## src/sv/bal_pkg.sv

```systemverilog
// Shared constants, types and tree index helpers of the buddy allocator.
package bal_pkg;

  localparam int REGION_LOG2    = 16;
  localparam int MIN_BLOCK_LOG2 = 4;
  localparam int HEADER_BYTES   = 8;
  localparam int ADDR_W         = 32;
  localparam int REQ_W          = 17;
  localparam int LEVEL_COUNT    = REGION_LOG2 - MIN_BLOCK_LOG2 + 1;
  localparam int LAST_BKT       = LEVEL_COUNT - 1;
  localparam int SLOT_W         = LEVEL_COUNT - 1;
  localparam int NODE_W         = LEVEL_COUNT;
  localparam int SLOT_COUNT     = 1 << SLOT_W;
  localparam int TAIL_W         = SLOT_W + 1;
  localparam int LVL_W          = $clog2(LEVEL_COUNT);
  localparam int NEED_W         = ((REQ_W > REGION_LOG2) ? REQ_W : REGION_LOG2) + 1;
  localparam int REGION_BYTES   = 1 << REGION_LOG2;
  localparam logic [ADDR_W-1:0] BASE_RESET = 32'h0081_0000;

  typedef logic [LVL_W-1:0]  lvl_t;
  typedef logic [SLOT_W-1:0] slot_t;
  typedef logic [NODE_W-1:0] node_t;

  // Datapath operations, one per cycle
  typedef enum logic [4:0] {
    OP_NOP, OP_CLR, OP_LOAD, OP_A_CHK, OP_LR, OP_LR_SET, OP_LR_A, OP_LR_B,
    OP_POP, OP_GOT, OP_DESC, OP_DESC2, OP_F_CHK, OP_F_LVL, OP_F_LOOP, OP_F_FLIP,
    OP_F_UP, OP_F_END, OP_FL_RD, OP_FL_WR, OP_PU0, OP_PU1, OP_PU2, OP_RM0,
    OP_RM1, OP_DONE
  } op_e;

  // Controller states
  typedef enum logic [4:0] {
    ST_CLEAR, ST_IDLE, ST_A_CHK, ST_LR, ST_LR_SET, ST_LR_A, ST_LR_B, ST_POP,
    ST_GOT, ST_DESC, ST_DESC2, ST_F_CHK, ST_F_LVL, ST_F_LOOP, ST_F_FLIP,
    ST_F_UP, ST_F_END, ST_FL_RD, ST_FL_WR, ST_PU0, ST_PU1, ST_PU2, ST_RM0,
    ST_RM1, ST_DONE
  } st_e;

  typedef struct packed {
    op_e op;
  } cmd_t;

  typedef struct packed {
    logic clr_done;
    logic need_big;
    logic started;
    logic lr_go;
    logic split_rd;
    logic tail_valid;
    logic retry;
    logic b_zero;
    logic b_eq_root;
    logic b_lt_orig;
    logic i_zero;
    logic root_one;
    logic free_null;
    logic free_bad;
    logic out_free;
  } sts_t;

  // Tree node of a slot at bucket b
  function automatic node_t node_of(slot_t s, lvl_t b);
    lvl_t  sh;
    node_t one;
    sh  = lvl_t'(LAST_BKT) - b;
    one = node_t'(1);
    return node_t'(s >> sh) + (one << b) - one;
  endfunction

  // First slot covered by a node at bucket b
  function automatic slot_t slot_of(node_t n, lvl_t b);
    lvl_t  sh;
    node_t one;
    node_t d;
    sh  = lvl_t'(LAST_BKT) - b;
    one = node_t'(1);
    d   = n - ((one << b) - one);
    return slot_t'(d << sh);
  endfunction

  // Split bit index of a node's parent
  function automatic slot_t parent_bit(node_t n);
    return slot_t'((n - node_t'(1)) >> 1);
  endfunction

  // Bucket of the smallest block that holds need bytes
  function automatic lvl_t bucket_for(logic [NEED_W-1:0] need);
    lvl_t r;
    r = '0;
    for (int k = LAST_BKT; k >= 0; k--) begin
      if (longint'(need) <= (longint'(1) << (MIN_BLOCK_LOG2 + k))) r = lvl_t'(LAST_BKT - k);
    end
    return r;
  endfunction

endpackage

```

## src/sv/bal_ctrl.sv

```systemverilog
// Sequencer of the buddy allocator: walks alloc/free flows and list/bit subroutines.
module bal_ctrl (
  input  logic          clk_i,
  input  logic          rst_ni,
  input  logic          in_valid_i,
  input  logic          kind_i,
  input  bal_pkg::sts_t sts_i,
  output bal_pkg::cmd_t cmd_o,
  output logic          in_stall_o
);
  import bal_pkg::*;

  st_e st_q, st_d;
  st_e ret_q, ret_d;

  // State and return registers
  always_ff @(posedge clk_i or negedge rst_ni) begin
    if (!rst_ni) begin
      st_q  <= ST_CLEAR;
      ret_q <= ST_IDLE;
    end else begin
      st_q  <= st_d;
      ret_q <= ret_d;
    end
  end

  // Next state and datapath command
  always_comb begin
    st_d       = st_q;
    ret_d      = ret_q;
    cmd_o.op   = OP_NOP;
    in_stall_o = 1'b1;
    case (st_q)
      ST_CLEAR: begin
        if (sts_i.clr_done) st_d = ST_IDLE;
        else cmd_o.op = OP_CLR;
      end
      ST_IDLE: begin
        in_stall_o = 1'b0;
        if (in_valid_i) begin
          cmd_o.op = OP_LOAD;
          st_d     = kind_i ? ST_F_CHK : ST_A_CHK;
        end
      end
      ST_A_CHK: begin
        cmd_o.op = OP_A_CHK;
        if (sts_i.need_big) st_d = ST_DONE;
        else if (!sts_i.started) begin
          st_d  = ST_PU0;
          ret_d = ST_LR;
        end else st_d = ST_LR;
      end
      ST_LR: begin
        cmd_o.op = OP_LR;
        st_d     = sts_i.lr_go ? ST_LR_SET : ST_POP;
      end
      ST_LR_SET: begin
        cmd_o.op = OP_LR_SET;
        if (sts_i.split_rd) begin
          st_d  = ST_PU0;
          ret_d = ST_LR_B;
        end else begin
          st_d  = ST_RM0;
          ret_d = ST_LR_A;
        end
      end
      ST_LR_A: begin
        cmd_o.op = OP_LR_A;
        st_d     = ST_PU0;
        ret_d    = ST_LR;
      end
      ST_LR_B: begin
        cmd_o.op = OP_LR_B;
        if (sts_i.root_one) st_d = ST_LR;
        else begin
          st_d  = ST_FL_RD;
          ret_d = ST_LR;
        end
      end
      ST_POP: begin
        cmd_o.op = OP_POP;
        if (sts_i.tail_valid) begin
          st_d  = ST_RM0;
          ret_d = ST_GOT;
        end else if (sts_i.retry || sts_i.b_zero) st_d = ST_DONE;
        else st_d = ST_LR;
      end
      ST_GOT: begin
        cmd_o.op = OP_GOT;
        if (sts_i.b_zero) st_d = ST_DESC;
        else begin
          st_d  = ST_FL_RD;
          ret_d = ST_DESC;
        end
      end
      ST_DESC: begin
        cmd_o.op = OP_DESC;
        if (sts_i.b_lt_orig) begin
          st_d  = ST_FL_RD;
          ret_d = ST_DESC2;
        end else st_d = ST_DONE;
      end
      ST_DESC2: begin
        cmd_o.op = OP_DESC2;
        st_d     = ST_PU0;
        ret_d    = ST_DESC;
      end
      ST_F_CHK: begin
        cmd_o.op = OP_F_CHK;
        st_d     = (sts_i.free_null || sts_i.free_bad) ? ST_DONE : ST_F_LVL;
      end
      ST_F_LVL: begin
        cmd_o.op = OP_F_LVL;
        st_d     = ST_F_LOOP;
      end
      ST_F_LOOP: begin
        cmd_o.op = OP_F_LOOP;
        st_d     = sts_i.i_zero ? ST_F_END : ST_F_FLIP;
      end
      ST_F_FLIP: begin
        cmd_o.op = OP_F_FLIP;
        if (!sts_i.split_rd || sts_i.b_eq_root) st_d = ST_F_END;
        else begin
          st_d  = ST_RM0;
          ret_d = ST_F_UP;
        end
      end
      ST_F_UP: begin
        cmd_o.op = OP_F_UP;
        st_d     = ST_F_LOOP;
      end
      ST_F_END: begin
        cmd_o.op = OP_F_END;
        st_d     = ST_PU0;
        ret_d    = ST_DONE;
      end
      // split bit toggle
      ST_FL_RD: begin
        cmd_o.op = OP_FL_RD;
        st_d     = ST_FL_WR;
      end
      ST_FL_WR: begin
        cmd_o.op = OP_FL_WR;
        st_d     = ret_q;
      end
      // free list push
      ST_PU0: begin
        cmd_o.op = OP_PU0;
        st_d     = sts_i.tail_valid ? ST_PU1 : ret_q;
      end
      ST_PU1: begin
        cmd_o.op = OP_PU1;
        st_d     = ST_PU2;
      end
      ST_PU2: begin
        cmd_o.op = OP_PU2;
        st_d     = ret_q;
      end
      // free list removal
      ST_RM0: begin
        cmd_o.op = OP_RM0;
        st_d     = ST_RM1;
      end
      ST_RM1: begin
        cmd_o.op = OP_RM1;
        st_d     = ret_q;
      end
      ST_DONE: begin
        if (sts_i.out_free) begin
          cmd_o.op = OP_DONE;
          st_d     = ST_IDLE;
        end
      end
      default: st_d = ST_IDLE;
    endcase
  end

endmodule

```

## config.mk

```make
export PLATFORM = sky130hd
export DESIGN_NAME = bal_ctrl
export DESIGN_NICKNAME = d
export VERILOG_FILES = /design/src/sv/bal_pkg.sv /design/src/sv/bal_ctrl.sv
export SDC_FILE = /design/constraint.sdc
export NUM_CORES = 1
export LEC_CHECK = 0
export BUFFER_PORTS_ARGS = -buffer_cell sky130_fd_sc_hd__buf_2
export CORE_MARGIN = 8
export CORE_UTILIZATION = 50
export CTS_CLUSTER_DIAMETER = 60
export DETAILED_ROUTE_END_ITERATION = 10
export GPL_TIMING_DRIVEN = 0
export PLACE_DENSITY = 0.86
export SLEW_MARGIN = 20
export SYNTH_ARGS = -nofsm -noshare
export SYNTH_HDL_FRONTEND = slang
export SYNTH_SLANG_ARGS = --single-unit
```

## constraint.sdc

```tcl
create_clock -name clk_i -period 1.8 [get_ports clk_i]
set_input_delay 0.27 -clock clk_i [delete_from_list [all_inputs] [get_ports clk_i]]
set_output_delay 0.27 -clock clk_i [all_outputs]
set_load 0.02 [all_outputs]
```

* After elaboration in Yosys (flattened, before gate mapping)
Cells that the tools add are included.
** Storage, ports and cells
- Flip-flop bits (word level) :: 10
- Bits of input ports :: 19
- Output and inout port bits :: 6
** Operators by class
- Equal/unequal tests :: 34
- Mux-type cells :: 32
- Reductions and logical operators :: 11
** Operators with widths (count)
- $pmux 5 s25 :: 1
- $mux 5 :: 20
- $pmux 5 s20 :: 1
- $pmux 5 s10 :: 1
- $eq 5x5->1 const B :: 9
- $eq 5x4->1 const B :: 8
- $eq 5x3->1 const B :: 4
- $ne 2x2->1 const B :: 10
- $eq 5x2->1 const B :: 2
- $reduce_bool 10->1 :: 1
- $mux 4 :: 2
- $reduce_and 8->1 :: 1
- $mux 2 :: 3
- $mux 3 :: 2
- $reduce_or 3->1 :: 2
- $eq 5x1->1 const B :: 1
- $logic_not 5->1 :: 1
- $logic_or 1x1->1 :: 3
- $reduce_and 3->1 :: 1
- $mux 1 :: 2
- $reduce_or 2->1 :: 1
- $logic_not 1->1 :: 1

* Longest topological paths before layout
- Depth after elaboration :: 4
- Gate-level depth with buffers :: 8
- Depth with buffers taken out :: 5

* Worst setup path after synthesis
No wires, ideal clock.
- Path type :: reg2out
- Start point :: register st_q[1]
- End point :: output port cmd_o[0] (netlist name)
- Arrival time :: 1.730 ns
- Slack :: -0.200 ns
- Cell stages (with the launch flop) :: 6
- Path buffers :: 2
- Cell sequence :: dfrtp_1 buf_2 clkbuf_1 nor2_1 a21oi_1 a311oi_1
** RTL lines
- start, declared :: RTL line bal_ctrl.sv:13 : st_e st_q, st_d;
- start signal, assigned :: RTL line bal_ctrl.sv:22 : st_q <= st_d;
- end, declared :: RTL line bal_ctrl.sv:8 : output bal_pkg::cmd_t cmd_o,

==> impl_metrics.json <==
{
  "status": "finished with violations",
  "violations": "setup timing",
  "worstReg2RegStart": "st_q[3]",
  "synth_top_area_share_pct": 16.8,
  "drc": 0,
  "clkTransAtPathRegs_ns": 0.08,
  "max_freq_mhz": 523,
  "clkLatencyLatePin_ns": 0.28,
  "clk_path_buf_depth": 2,
  "fillers": 131,
  "cts-root-buf": "clkbuf_4",
  "async_flop_share_pct": 100,
  "dpl.hpwl_um": 3590,
  "antenna_cells": 0,
  "cp-startpoint": "st_q[0]",
  "grt_pass1_vias": 1876,
  "cts_buffers": 3,
  "drive_above_1_share_pct": 45.5,
  "synth_ff_type": "dfrtp_1",
  "fin_nets": 275,
  "hold_viol_final": 0,
  "holdWs_ns": 0.379,
  "fp.dieW_um": 67.7,
  "clock-sinks": 10,
  "rrSetupSlack_ns": -0.08,
  "worstSetupStartpointType": "flop",
  "wl_per_cell_um": 23.4,
  "synth_top_cells_by_count": "21 x a21oi_1, 19 x o21ai_0, 15 x nand2_1",
  "die_area_mm2": 0.00459,
  "syn_nets": 209,
  "multi_input_area_mm2": 0.00112,
  "synth_top_area_cell": "dfrtp_1",
  "dp.cells": 244,
  "initial_core_util_pct": 53.6,
  "ys_warn_count": 0,
  "port_buffers": 24,
  "worstSetupPathType": "flop to primary output",
  "powerDensity_mw_per_mm2": 1960,
  "synth_area_mm2": 0.00134,
  "pin_count": 25,
  "grt_max_degree": 11,
  "initialDrtViolationCount": 442,
  "yosysUniqueCellTypes": 55,
  "core.rowCount": 18,
  "syn2layout_area_growth_pct": 58.2,
  "final_util_pct": 84.7,
  "ir_drop_v": 0.00143,
  "ff_latch_area_um2": 255,
  "worst_hold_path_type": "input port to asynchronous set/reset pin",
  "synth_edf_count": 0,
  "grt_util_all_layers_pct": 26.3,
  "drt-total-wl_um": 6680,
  "ys_seq_elements": 10,
  "fin_crit_sh_pct": 106,
  "ys_top_cells_by_area": "dfrtp_1 17%, a21oi_1 7.9%, o21ai_0 7.1%",
  "syn_inst": 190,
  "grt_pass1_wl_um": 9200,
  "synth.most_common_cell": "a21oi_1",
  "rsz0062_at_grt": "true",
  "seq_area_frac_synth_pct": 18.8,
  "syn_area_per_cell_um2": 7.05,
  "die_h_um": 67.7,
  "setup_slack_ns": -0.113,
  "overflow": 0,
  "vias": 2053,
  "drtAntennaViolNets": 0,
  "antenna_found_initial": 0,
  "fin_crit_ns": 1.91,
  "drv_cap": 0,
  "power_mw": 4.16,
  "critPathMaxFanout": 8,
  "r2r_end": "ret_q[2]",
  "p_leak_nw": 0.924,
  "cts_tree": "yes",
  "fin_skew_ns": 0.00845,
  "viasPerCell": 7.20,
  "final_cells": 285,
  "cp.arrival_ns": 1.64,
  "first_pass_iters": 8,
  "place.gp.congestion": 0.997,
  "crit_end": "cmd_o[2]",
  "rr_worst_depth": 7,
  "worstMarginPinSlew_ns": 0.317,
  "setup_viol": 8,
  "maxSlewHeadroom_pct": 78.6,
  "htree_levels": 1,
  "slew_viol_final": 0,
  "required_ns": 1.53,
  "core_area_mm2": 0.00250,
  "critical_path.endpoint_type": "primary output"
}
-- cell type report --
type | count | area share (%)
flip-flops and latches | 10 | 12.0
inverters | 6 | 1.24
multi-input cells | 159 | 52.8
plain buffers | 15 | 8.56
repair buffers | 61 | 21.9
clock buffers | 4 | 1.71
well taps | 30 | 1.77
-- registers in the layout, indices dropped and copies added, names as in the netlist --
signal,count
ret_q,5
st_q,5
-- critical path, cell delays in order (launching register included) --
cell     delay [ns]
dfrtp_1        0.43
buf_6          0.16
and2_4         0.17
buf_8          0.14
xnor2_1        0.14
a21oi_1        0.16
buf_4          0.17
-- power breakdown --
group | total (mW) | internal, mW | switching, mW
registers | 0.449 | 0.343 | 0.106
logic | 3.49 | 1.65 | 1.84
clock network | 0.217 | 0.123 | 0.0940
-- per-stage QoR --
step / instance area (um^2) / TNS (ns) / setup slack [ns]
finish: 2120 / -0.515 / -0.113
detailed placement: 1510 / -1.43 / -0.269
CTS: 1920 / -0.272 / -0.0634
floorplan: 1350 / 0 / 0.0278
global route: 2120 / -0.972 / -0.138
global placement: 1510 / -1.56 / -0.238
-- worst min path at each step --
stage,endpoint,cells past startpoint,slack (ns)
finish,st_q[4],2,0.38
global route,st_q[4],2,0.41
CTS,st_q[4],2,0.38
detailed placement,st_q[2],1,0.15
global placement,st_q[4],1,0.14
floorplan,ret_q[1],0,-0.03
-- cells in the final DEF, fill, tap and decap left out, drive strengths merged, types with 2 or more instances in the layout --
master,netlist,layout
clkbuf,2,5
nor3,5,5
o31ai,2,2
nor2b,10,10
a21oi,21,21
and3,6,6
o32a,2,2
a21o,3,3
nand2b,7,7
nor3b,3,3
or2,2,2
or3,2,2
and2,3,3
and4,2,2
a31oi,3,3
nand2,15,15
dfrtp,9,9
mux2i,3,3
a311oi,2,2
nand3b,2,2
o21ai,19,19
o22ai,2,2
nor2,14,14
buf,13,74
a32oi,4,4
inv,5,5
nand3,10,10
-- cells by family after synthesis --
family,count (synthesis),share of synthesized area [%]
buffers and inverters,21,7.29
flip-flops,10,18.8
multiplexers,4,3.08
AO/OA/AOI/OAI,68,32.1
XOR/XNOR,1,0.654
AND/OR/NAND/NOR,86,38.1
-- what timing repair did --
item	4_1_cts	5_1_grt
gates resized for setup	54	33
endpoints found under the hold margin	9	0
setup buffers	25	11
hold buffers	1	0
pin swaps	13	12
setup endpoints to repair	15	15
-- metal layers --
metal	global-route usage, %	share of wire [%]	up-vias
met1	31.8	36	912
li1	-	-	839
met2	38.5	42	226
met3	9.27	14	76
met5	0	0	-
met4	17.5	7.6	0
Note: power is estimated with default switching activity, not from simulation.
